`src/sv/owbm_pkg.sv`:
```
// owbm_pkg: shared types and timing constants for the one-wire bus master
// no dependencies
package owbm_pkg;

  typedef enum logic [2:0] {
    REQ_NONE  = 3'd0,
    REQ_RESET = 3'd1,
    REQ_WBIT  = 3'd2,
    REQ_RBIT  = 3'd3,
    REQ_WBYTE = 3'd4,
    REQ_RBYTE = 3'd5
  } owbm_req_e;

  typedef enum logic [3:0] {
    PH_IDLE     = 4'd0,
    PH_RST_LOW  = 4'd1,
    PH_RST_WAIT = 4'd2,
    PH_RST_TAIL = 4'd3,
    PH_WR_LOW   = 4'd4,
    PH_WR_HIGH  = 4'd5,
    PH_RD_LOW   = 4'd6,
    PH_RD_WAIT  = 4'd7,
    PH_RD_TAIL  = 4'd8
  } owbm_phase_e;

  localparam int unsigned CntW = 10;

  localparam logic [CntW-1:0] T_RST_LOW  = 10'd500;
  localparam logic [CntW-1:0] T_RST_WAIT = 10'd70;
  localparam logic [CntW-1:0] T_RST_TAIL = 10'd420;
  localparam logic [CntW-1:0] T_W1_LOW   = 10'd6;
  localparam logic [CntW-1:0] T_W1_HIGH  = 10'd64;
  localparam logic [CntW-1:0] T_W0_LOW   = 10'd60;
  localparam logic [CntW-1:0] T_W0_HIGH  = 10'd10;
  localparam logic [CntW-1:0] T_RD_LOW   = 10'd2;
  localparam logic [CntW-1:0] T_RD_WAIT  = 10'd10;
  localparam logic [CntW-1:0] T_RD_TAIL  = 10'd55;
  localparam logic [CntW-1:0] T_DEFAULT  = 10'd1;

  localparam logic [CntW-1:0] CPU_RESET = 10'd64;
  localparam logic [1:0]      ADDR_CPU  = 2'd0;

  typedef struct packed {
    logic [2:0] req_type;
    logic [7:0] wr_data;
    logic       line_level;
  } owbm_in_t;

  typedef struct packed {
    logic       drive_low;
    logic       busy_res;
    logic       done_res;
    logic       presence;
    logic [7:0] read_data;
    logic       rejected;
  } owbm_out_t;

endpackage

```
`src/sv/owbm_core.sv`:
```
// owbm_core: command sequencer state and per-cycle slot timing
// depends on owbm_pkg
module owbm_core (
  input  logic                   clk_i,
  input  logic                   rst_ni,
  input  logic                   step_i,
  input  logic [9:0]             cycles_per_us_i,
  input  owbm_pkg::owbm_in_t     item_i,
  output owbm_pkg::owbm_out_t    res_o
);
  import owbm_pkg::*;

  owbm_phase_e      phase_q, phase_d;
  logic [2:0]       op_q, op_d;
  logic [CntW-1:0]  ps_q, ps_d;
  logic [CntW-1:0]  us_q, us_d;
  logic [2:0]       bi_q, bi_d;
  logic [7:0]       sr_q, sr_d;
  logic             pf_q, pf_d;

  logic [CntW-1:0]  cpu;
  logic [CntW-1:0]  len;
  logic             valid_req;
  logic             wbit;
  logic             is_byte;

  assign cpu       = (cycles_per_us_i == '0) ? T_DEFAULT : cycles_per_us_i;
  assign valid_req = (item_i.req_type >= REQ_RESET) && (item_i.req_type <= REQ_RBYTE);

  always_comb begin
    phase_d = phase_q;
    op_d    = op_q;
    ps_d    = ps_q;
    us_d    = us_q;
    bi_d    = bi_q;
    sr_d    = sr_q;
    pf_d    = pf_q;
    res_o   = '0;
    len     = T_DEFAULT;
    wbit    = 1'b0;
    is_byte = 1'b0;

    if (phase_q == PH_IDLE) begin
      if (valid_req) begin
        op_d = item_i.req_type;
        ps_d = '0;
        us_d = '0;
        bi_d = '0;
        case (item_i.req_type)
          REQ_WBIT:  sr_d = {7'd0, item_i.wr_data[0]};
          REQ_WBYTE: sr_d = item_i.wr_data;
          default:   sr_d = '0;
        endcase
        case (item_i.req_type)
          REQ_RESET:          phase_d = PH_RST_LOW;
          REQ_WBIT, REQ_WBYTE: phase_d = PH_WR_LOW;
          default:            phase_d = PH_RD_LOW;
        endcase
      end
    end else if (valid_req) begin
      res_o.rejected = 1'b1;
    end

    if (phase_d != PH_IDLE) begin
      res_o.busy_res  = 1'b1;
      res_o.drive_low = (phase_d == PH_RST_LOW) || (phase_d == PH_WR_LOW) ||
                        (phase_d == PH_RD_LOW);

      if (ps_d == '0 && us_d == '0) begin
        if (phase_d == PH_RST_TAIL) begin
          pf_d = ~item_i.line_level;
        end else if (phase_d == PH_RD_TAIL && item_i.line_level) begin
          sr_d[bi_d] = 1'b1;
        end
      end

      wbit    = sr_d[bi_d];
      is_byte = (op_d == REQ_WBYTE) || (op_d == REQ_RBYTE);
      case (phase_d)
        PH_RST_LOW:  len = T_RST_LOW;
        PH_RST_WAIT: len = T_RST_WAIT;
        PH_RST_TAIL: len = T_RST_TAIL;
        PH_WR_LOW:   len = wbit ? T_W1_LOW : T_W0_LOW;
        PH_WR_HIGH:  len = wbit ? T_W1_HIGH : T_W0_HIGH;
        PH_RD_LOW:   len = T_RD_LOW;
        PH_RD_WAIT:  len = T_RD_WAIT;
        PH_RD_TAIL:  len = T_RD_TAIL;
        default:     len = T_DEFAULT;
      endcase

      ps_d = ps_d + 1'b1;
      if (ps_d >= cpu) begin
        ps_d = '0;
        us_d = us_d + 1'b1;
        if (us_d >= len) begin
          us_d = '0;
          case (phase_d)
            PH_RST_LOW:  phase_d = PH_RST_WAIT;
            PH_RST_WAIT: phase_d = PH_RST_TAIL;
            PH_WR_LOW:   phase_d = PH_WR_HIGH;
            PH_RD_LOW:   phase_d = PH_RD_WAIT;
            PH_RD_WAIT:  phase_d = PH_RD_TAIL;
            PH_WR_HIGH, PH_RD_TAIL: begin
              if (is_byte && bi_d != 3'd7) begin
                bi_d    = bi_d + 1'b1;
                phase_d = (phase_d == PH_WR_HIGH) ? PH_WR_LOW : PH_RD_LOW;
              end else begin
                phase_d = PH_IDLE;
              end
            end
            default:     phase_d = PH_IDLE;
          endcase
          if (phase_d == PH_IDLE) begin
            res_o.done_res = 1'b1;
            if (op_d == REQ_RBIT || op_d == REQ_RBYTE) begin
              res_o.read_data = sr_d;
            end
          end
        end
      end
    end

    res_o.presence = pf_d;
  end

  always_ff @(posedge clk_i or negedge rst_ni) begin
    if (!rst_ni) begin
      phase_q <= PH_IDLE;
      op_q    <= '0;
      ps_q    <= '0;
      us_q    <= '0;
      bi_q    <= '0;
      sr_q    <= '0;
      pf_q    <= 1'b0;
    end else if (step_i) begin
      phase_q <= phase_d;
      op_q    <= op_d;
      ps_q    <= ps_d;
      us_q    <= us_d;
      bi_q    <= bi_d;
      sr_q    <= sr_d;
      pf_q    <= pf_d;
    end
  end

endmodule

```
`src/sv/one_wire_bus_master.sv`:
```
// one_wire_bus_master: top level with config register, sequencer and result register
// output: each result is registered and appears in the cycle after its input transaction
// throughput: one transaction per cycle while the result side keeps up
// reset: asynchronous active low, sequencer idle, cycles_per_us back to 64
// depends on owbm_pkg and owbm_core
module one_wire_bus_master (
  input  logic                  clk_i,
  input  logic                  rst_ni,
  input  logic                  in_valid_i,
  output logic                  in_ready_o,
  input  owbm_pkg::owbm_in_t    in_data_i,
  output logic                  out_valid_o,
  input  logic                  out_ready_i,
  output owbm_pkg::owbm_out_t   out_data_o,
  input  logic                  psel,
  input  logic                  penable,
  input  logic                  pwrite,
  input  logic [1:0]            paddr,
  input  logic [31:0]           pwdata,
  output logic [31:0]           prdata,
  output logic                  pready
);
  import owbm_pkg::*;

  logic [9:0]  cpu_q;
  logic        out_valid_q;
  owbm_out_t   out_q;
  owbm_out_t   res;
  logic        step;

  assign pready = 1'b1;
  assign prdata = (paddr == ADDR_CPU) ? {22'd0, cpu_q} : 32'd0;

  always_ff @(posedge clk_i or negedge rst_ni) begin
    if (!rst_ni) begin
      cpu_q <= CPU_RESET;
    end else if (psel && penable && pwrite && pready && paddr == ADDR_CPU) begin
      cpu_q <= pwdata[9:0];
    end
  end

  assign in_ready_o = !out_valid_q || out_ready_i;
  assign step       = in_valid_i && in_ready_o;

  owbm_core u_core (
    .clk_i           (clk_i),
    .rst_ni          (rst_ni),
    .step_i          (step),
    .cycles_per_us_i (cpu_q),
    .item_i          (in_data_i),
    .res_o           (res)
  );

  always_ff @(posedge clk_i or negedge rst_ni) begin
    if (!rst_ni) begin
      out_valid_q <= 1'b0;
    end else if (in_ready_o) begin
      out_valid_q <= in_valid_i;
    end
  end

  always_ff @(posedge clk_i) begin
    if (step) begin
      out_q <= res;
    end
  end

  assign out_valid_o = out_valid_q;
  assign out_data_o  = out_q;

endmodule

```
`config.mk`:
```
export PLATFORM = sky130hd
export DESIGN_NAME = one_wire_bus_master
export DESIGN_NICKNAME = d
export VERILOG_FILES = /design/src/sv/owbm_pkg.sv /design/src/sv/owbm_core.sv /design/src/sv/one_wire_bus_master.sv
export SDC_FILE = /design/constraint.sdc
export NUM_CORES = 1
export LEC_CHECK = 0
export BUFFER_PORTS_ARGS = -buffer_cell sky130_fd_sc_hd__buf_2
export CELL_PAD_IN_SITES_DETAIL_PLACEMENT = 1
export CELL_PAD_IN_SITES_GLOBAL_PLACEMENT = 1
export CORE_MARGIN = 4
export CORE_UTILIZATION = 42
export CTS_CLUSTER_DIAMETER = 80
export DETAILED_ROUTE_END_ITERATION = 12
export PLACE_DENSITY = 0.89
export SYNTH_ARGS = -nofsm -noshare
export SYNTH_HDL_FRONTEND = slang
export SYNTH_SLANG_ARGS = --single-unit
```
`constraint.sdc`:
```
create_clock -name clk_i -period 6.4 [get_ports clk_i]
set_input_delay 0 -clock clk_i [delete_from_list [all_inputs] [get_ports clk_i]]
set_output_delay 0 -clock clk_i [all_outputs]
set_load 0.01 [all_outputs]
```
==> results of run 1 <==
critical path: stages (launching register included):
cell                       delay (ps)
sky130_fd_sc_hd__dfrtp_1          510
sky130_fd_sc_hd__or4_4            680
sky130_fd_sc_hd__or3_4            560
sky130_fd_sc_hd__nand2_1          150
sky130_fd_sc_hd__ha_1             180
sky130_fd_sc_hd__and4_1           220
sky130_fd_sc_hd__nand2_1          100
sky130_fd_sc_hd__nor4_1           510
sky130_fd_sc_hd__a221oi_2          60
sky130_fd_sc_hd__a211oi_1         270
sky130_fd_sc_hd__buf_4            180
sky130_fd_sc_hd__nor4_1            60
sky130_fd_sc_hd__o311ai_1         360
sky130_fd_sc_hd__ha_1             300
sky130_fd_sc_hd__and3_1           160
sky130_fd_sc_hd__a211o_1          290
sky130_fd_sc_hd__a311oi_1         420
sky130_fd_sc_hd__o221ai_2         240
sky130_fd_sc_hd__nand4_1          400
sky130_fd_sc_hd__nor2_1           110
logic make-up after synthesis:
kind of cell / Yosys count / share of synthesized area, %
AND/OR/NAND/NOR: 203 / 22.8
AO/OA/AOI/OAI: 137 / 21.1
buffers and inverters: 72 / 8.23
flip-flops: 63 / 35.0
adder cells (fa/ha/maj): 23 / 6.13
XOR/XNOR: 19 / 3.54
multiplexers: 13 / 3.04
other: 2 / 0.160
cell type report:
class / instances / area [um^2]
sequential: 63 / 1640
timing repair buffer: 77 / 475
multi-input combinational: 418 / 2750
clock buffer: 9 / 124
clock inverter: 7 / 48.8
fill: 1294 / 5600
inverter: 20 / 75.1
tap: 140 / 175
sequential cells by signal, indices dropped and copies added, names as in the netlist:
signal	cells
out_data_o	13
cpu_q	10
u_core.ps_q	10
u_core.us_q	10
u_core.sr_q	8
u_core.phase_q	4
u_core.bi_q	3
u_core.op_q	3
out_valid_o	1
u_core.pf_q	1
through the flow:
step	util, %	hold WS [ps]	std cells
final	48.6	58.1	734
after global routing	48.6	74.5	734
after CTS	48.6	48.7	734
after detailed placement	45.7	177	704
after global placement	45.7	167	704
after floorplan	-	-296	553
power by group through the flow:
| stage | Clock, mW | Combinational [mW] | Sequential [mW] |
|---|---|---|---|
| floorplan | 0 | 0.855 | 0.564 |
| detailed placement | 0 | 1.11 | 0.615 |
| global placement | 0 | 1.05 | 0.601 |
| finish | 0.323 | 1.14 | 0.609 |
| CTS | 0.327 | 1.13 | 0.606 |
| global route | 0.346 | 1.26 | 0.624 |
layer usage:
metal	up-vias	part of all wire [%]	GRT usage [%]
li1	2047	-	-
met1	2138	42	27.0
met2	148	50	40.1
met3	35	5.3	4.46
met4	0	2.7	7.29
met5	-	0	0
path summary, 6_finish.rpt:
check,cells past startpoint,endpoint,slack (ps),startpoint
hold reg to reg,2,u_core.sr_q[5],530,u_core.sr_q[5]
min in group asynchronous,3,u_core.sr_q[0],310,rst_ni
max in group asynchronous,3,u_core.ps_q[9],5620,rst_ni
setup reg to reg,19,out_data_o[8],380,u_core.phase_q[0]
setup / recovery,19,out_data_o[8],380,u_core.phase_q[0]
hold / removal,3,u_core.op_q[0],60,in_data_i[9]
cells in the mapped netlist (6+ instances only):
| master | number |
|---|---|
| sky130_fd_sc_hd__a22o_1 | 13 |
| sky130_fd_sc_hd__nand3_1 | 17 |
| sky130_fd_sc_hd__o21ai_0 | 31 |
| sky130_fd_sc_hd__clkbuf_1 | 20 |
| sky130_fd_sc_hd__buf_4 | 23 |
| sky130_fd_sc_hd__o211ai_1 | 6 |
| sky130_fd_sc_hd__buf_2 | 6 |
| sky130_fd_sc_hd__a31oi_1 | 8 |
| sky130_fd_sc_hd__and3_1 | 12 |
| sky130_fd_sc_hd__nor2_1 | 45 |
| sky130_fd_sc_hd__nand4_1 | 10 |
| sky130_fd_sc_hd__dfrtp_1 | 49 |
| sky130_fd_sc_hd__a21o_1 | 8 |
| sky130_fd_sc_hd__nand2_1 | 47 |
| sky130_fd_sc_hd__inv_1 | 19 |
| sky130_fd_sc_hd__ha_1 | 23 |
| sky130_fd_sc_hd__xnor2_1 | 6 |
| sky130_fd_sc_hd__xor2_1 | 13 |
| sky130_fd_sc_hd__nor2b_1 | 8 |
| sky130_fd_sc_hd__nand2b_1 | 7 |
| sky130_fd_sc_hd__edfxtp_1 | 13 |
| sky130_fd_sc_hd__nor3_1 | 21 |
| sky130_fd_sc_hd__a21oi_1 | 17 |
| sky130_fd_sc_hd__nor4_1 | 9 |
| sky130_fd_sc_hd__mux2_2 | 10 |
==> metrics.md, run 1 <==
| Metric | Value |
|---|---|
| Outcome | `finished clean` |
| Share of post-route cells with drive strength above 1 | `18.7%` |
| Synthesis Warnings | `0` |
| Detail Route Antenna Nets | `0` |
| Maximum buffer depth of the clock tree | `2` |
| Share of total power consumed by net switching | `48.1%` |
| Post-route total power | `2.07 mW` |
| Pin count of the biggest net entering global routing | `51` |
| DIE HEIGHT | `114 um` |
| Top flip-flop cell by instance count after synthesis | `sky130_fd_sc_hd__dfrtp_1` |
| Area of the die | `0.0129 mm^2` |
| Final min period | `6020 ps` |
| Total inserted antenna cells | `0` |
| Via-to-Cell Ratio | `5.95` |
| Instance area at placement | `0.00497 mm^2` |
| Sink count of the clock tree | `63` |
| Routed wirelength normalized by instance count | `19.4 um` |
| Worst max-slew margin expressed relative to the limit | `46.5%` |
| Static leakage | `2.34 nW` |
| Slew @ Worst Pin | `803 ps` |
| Final global-route overflow total | `0` |
| PwrDens | `391 mW/mm^2` |
| Number of vias after detailed routing | `4368` |
| Number of slew-limit violations in the final report | `0` |
| Final Setup Violations | `0` |
| Max FO, Critical Path | `20` |
| Most common cell after layout, fill and taps aside | `sky130_fd_sc_hd__buf_2` |
| CP Data Required Time | `6500 ps` |
| Synthesized instance count | `532` |
| Post-synthesis to final-layout area growth | `12.6%` |
| Pre-CTS setup slack | `468 ps` |
| Vias in the first global route | `4639` |
| Die span in x | `114 um` |
| HPWL after detailed placement | `10100 um` |
| Layout Skew | `6.41 ps` |
| Share of the synthesized area in the top cell type | `26.1%` |
| Fraction of the cycle the final worst path needs | `94.1%` |
| Cts hold-fix bufs | `14` |
| Total number of H-tree levels | `3` |
| Distinct cells, synth | `74` |
| CTS clock-pin slew for the worst setup and hold paths | `70 ps` |
| Share of power burned in the clock network | `15.6%` |
| Commonest cells after routing, fill and taps aside | `sky130_fd_sc_hd__buf_2, sky130_fd_sc_hd__dfrtp_1, sky130_fd_sc_hd__nand2_1` |
| WS Path Type | `flop to flop` |
| RD Place Congestion | `0.857` |
| Netlist Area Pre-Place | `0.00470 mm^2` |
| Clock tree root driver cell | `sky130_fd_sc_hd__clkbuf_8` |
| Gr usage total | `22.5%` |
| Clock Latency Late Sink | `360 ps` |
| Number of post-CTS setup repair buffers | `0` |
| Initial antenna violation count | `0` |
| Sequential fraction of the synthesis area | `35.0%` |
| Site Rows | `38` |
| Number of top-level pins | `101` |
| Worst EP arrival | `6120 ps` |
| Net switching power | `995 uW` |
| 1st-iter DRT viols | `221` |
| Final Instance Area | `0.00529 mm^2` |
| Port Buffer Count | `55` |
| Number of flops mapped to enable cells by yosys | `13` |
| Nets | `665` |
| Crit. End Element | `flop` |
| Total count of hold-check failures in the final report | `0` |
| Worst vdd rail ir drop | `0.159 mV` |
| Final WS setup | `376 ps` |
| Cell-internal power | `1.07 mW` |
| Initial core utilization | `43.1%` |
| Drt drc | `0` |
| First-pass GRT wire length | `23400 um` |
| FFs w/ async S/R, synth | `79.4%` |
| TritonCTS Buffers | `9` |
| Max-cap violations | `0` |
| Unrepaired setup endpoints after global routing | `false` |
| Count of TritonRoute iterations in the first routing pass | `4` |
| Number of gates given a new drive strength after cts | `0` |
| Share of total power in sequential cells | `29.4%` |
| Class of the worst hold path | `input port to flop` |
| Maximum achievable frequency | `166 MHz` |
| TritonCTS clock tree | `built` |
| Top cells by area in the synthesized netlist | `sky130_fd_sc_hd__dfrtp_1, sky130_fd_sc_hd__edfxtp_1, sky130_fd_sc_hd__ha_1, sky130_fd_sc_hd__nand2_1, sky130_fd_sc_hd__buf_4` |
| Launching element type of the critical path | `flop` |
| Leading area contributor after synthesis | `sky130_fd_sc_hd__dfrtp_1` |
| Mapped Avg Cell Area | `8.83 um^2` |
| Core area | `0.0109 mm^2` |
| Wire length reported by the detailed router | `14200 um` |
| Proportion of power drawn by combinational gates | `54.9%` |
| Yosys reg bits | `63` |
| Post-route setup TNS | `0 ps` |
No activity file was read; power rests on OpenSTA's default activity.
==> run 2, diff against run 1 <==
- CORE_MARGIN: 4 -> not set
==> metrics.md, run 2 (synthesized netlist as in run 1, its figures left out) <==
| Metric | Value |
|---|---|
| Vias in the first global route | `4665 (+0.56%)` |
| Core area | `0.0109 mm^2 (unchanged)` |
| Outcome | `finished clean` |
| Wire length reported by the detailed router | `14000 um (-1.8%)` |
| Routed wirelength normalized by instance count | `19.0 um (-1.8%)` |
| TritonCTS Buffers | `9 (unchanged)` |
| Global routing met2 resource utilization | `46.8% (+6.7 points)` |
| Nets | `665 (unchanged)` |
| Final WS setup | `481 ps (+105 ps)` |
| Crit. End Element | `flop` |
| Final Instance Area | `0.00529 mm^2 (about the same)` |
| Post-route setup TNS | `0 ps (unchanged)` |
| Total count of hold-check failures in the final report | `0 (unchanged)` |
| First-pass GRT wire length | `23200 um (-0.77%)` |
| Met3 GRT Util | `4.24% (-0.22 points)` |
| Layout Skew | `8.75 ps (+2.34 ps)` |
| Final core area utilization | `48.6% (about the same)` |
| HPWL after detailed placement | `9890 um (-2.5%)` |
| Number of flip-flops under the largest register name | `13 (unchanged)` |
| Total number of H-tree levels | `3 (unchanged)` |
| Worst max-slew margin expressed relative to the limit | `48.0% (+1.6 points)` |
| Detail Route Antenna Nets | `0 (unchanged)` |
| Footprint of the flip-flops and latches | `0.00164 mm^2 (unchanged)` |
| Met1 track demand over resource in global routing | `29.7% (+2.7 points)` |
| Post-synthesis to final-layout area growth | `12.6% (about the same)` |
| Total inserted antenna cells | `0 (unchanged)` |
| Max-cap violations | `0 (unchanged)` |
| Clock tree root driver cell | `sky130_fd_sc_hd__clkbuf_8` |
| Static leakage | `2.34 nW (-0.35%)` |
| Commonest cells after routing, fill and taps aside | `sky130_fd_sc_hd__buf_2, sky130_fd_sc_hd__dfrtp_1, sky130_fd_sc_hd__nand2_1` |
| Share of post-route cells with drive strength above 1 | `18.7% (unchanged)` |
| Unrepaired setup endpoints after global routing | `false` |
| FILL cells | `1321 (+2.1%)` |
| Site Rows | `38 (unchanged)` |
| Launching element type of the critical path | `flop` |
| CTS clock-pin slew for the worst setup and hold paths | `80 ps (about the same)` |
| Gr usage total | `25.3% (+2.9 points)` |
| Maximum buffer depth of the clock tree | `2 (unchanged)` |
| Fraction of the cycle the final worst path needs | `92.5% (-1.6 points)` |
| Final global-route overflow total | `0 (unchanged)` |
| Initial antenna violation count | `0 (unchanged)` |
| Worst EP arrival | `6020 ps (-100 ps)` |
| Area of combinational cells with multiple inputs | `0.00275 mm^2 (unchanged)` |
| Number of vias after detailed routing | `4386 (+0.41%)` |
| RD Place Congestion | `0.874 (+2.0%)` |
| Via-to-Cell Ratio | `5.98 (+0.41%)` |
| PwrDens | `391 mW/mm^2 (about the same)` |
| CP Data Required Time | `6500 ps (about the same)` |
| Number of slew-limit violations in the final report | `0 (unchanged)` |
| Filler-free cell count of the finished design | `734 (unchanged)` |
| 1st-iter DRT viols | `230 (+4.1%)` |
| Maximum achievable frequency | `169 MHz (+1.8%)` |
| Pin count of the biggest net entering global routing | `51 (unchanged)` |
| Number of placed instances with taps included | `704 (unchanged)` |
| Final Setup Violations | `0 (unchanged)` |
| Most common cell after layout, fill and taps aside | `sky130_fd_sc_hd__buf_2` |
| WS Path Type | `flop to flop` |
| Number of top-level pins | `101 (unchanged)` |
| Routing layer with the top usage in global route | `met2` |
| Max FO, Critical Path | `20 (unchanged)` |
| Final min period | `5920 ps (-105 ps)` |
| Instance area at placement | `0.00497 mm^2 (unchanged)` |
| Drt drc | `0 (unchanged)` |
| Clock Latency Late Sink | `360 ps (about the same)` |
| Count of TritonRoute iterations in the first routing pass | `4 (unchanged)` |
| DIE HEIGHT | `108 um (-5.3%)` |
| Pre-CTS setup slack | `543 ps (+74.1 ps)` |
| Worst vdd rail ir drop | `0.137 mV (-14%)` |
| Initial core utilization | `43.1% (unchanged)` |
| Die span in x | `108 um (-5.3%)` |
| Slew @ Worst Pin | `780 ps (-23.6 ps)` |
| TritonCTS clock tree | `built` |
| Class of the worst hold path | `input port to flop` |
| Sink count of the clock tree | `63 (unchanged)` |
| Port Buffer Count | `55 (unchanged)` |
| Area of the die | `0.0116 mm^2 (-10%)` |
| Number of post-CTS setup repair buffers | `0 (unchanged)` |
==> run 2: cell types whose count changed in the layout (fill, tap and decap cells not counted), sizes merged <==
cell,change
clkinv,-1
clkinvlp,+2
inv,-1
==> run 2: area by class of cell <==
class                           count  share of cell area, %
Clock inverter                      7                  0.947
Clock buffer                        9                   2.34
Multi-Input combinational cell    418                   51.9
Sequential cell                    63                   31.1
Tap cell                          140                   3.31
Timing Repair Buffer               77                   8.99
Inverter                           20                   1.42
==> run 2: final timing paths <==
path / startpoint / to / slack [ps] / cells after the start
worst max-delay path: u_core.phase_q[0] / out_data_o[6] / 480 / 19
worst min-delay path: in_data_i[9] / u_core.op_q[0] / 70 / 3
worst max register to register: u_core.phase_q[0] / out_data_o[6] / 480 / 19
worst min register to register: u_core.sr_q[5] / u_core.sr_q[5] / 520 / 2
max in group asynchronous: rst_ni / u_core.us_q[3] / 5610 / 3
min in group asynchronous: rst_ni / u_core.op_q[1] / 330 / 3
==> run 2: per-layer routing <==
metal,routed length (um),vias up
met2,7150,122
met1,5980,2195
met5,0,-
met4,291,0
met3,534,24
li1,-,2045
==> run 2: critical path, cell delays in order (launching register included) <==
cell	delay (ps)
sky130_fd_sc_hd__dfrtp_1	510
sky130_fd_sc_hd__or4_4	680
sky130_fd_sc_hd__or3_4	560
sky130_fd_sc_hd__nand2_1	140
sky130_fd_sc_hd__ha_1	200
sky130_fd_sc_hd__and4_1	190
sky130_fd_sc_hd__nand2_1	90
sky130_fd_sc_hd__nor4_1	500
sky130_fd_sc_hd__a221oi_2	60
sky130_fd_sc_hd__a211oi_1	260
sky130_fd_sc_hd__buf_4	180
sky130_fd_sc_hd__nor4_1	50
sky130_fd_sc_hd__o311ai_1	360
sky130_fd_sc_hd__ha_1	300
sky130_fd_sc_hd__and3_1	160
sky130_fd_sc_hd__a211o_1	290
sky130_fd_sc_hd__a311oi_1	410
sky130_fd_sc_hd__o221ai_2	230
sky130_fd_sc_hd__nand4_1	390
sky130_fd_sc_hd__nor2_1	100
==> run 2: repair_timing <==
item / 4_1_cts / 5_1_grt
hold buffers: 14 / 0
hold endpoints to repair: 61 / 0
gates resized for setup: 0 / 0
==> run 2: per-stage QoR <==
step | hold slack, ps | total power [mW]
after detailed placement | 181 | 1.72
after CTS | 69.5 | 2.06
after global routing | 107 | 2.22
after global placement | 169 | 1.65
after floorplan | -296 | 1.42
final | 69.5 | 2.07
==> run 2: where the power goes <==
group,internal [mW],switching (mW),leakage (nW)
combinational,0.435,0.702,1.49
clock,0.140,0.182,0.0812
sequential,0.497,0.111,0.766
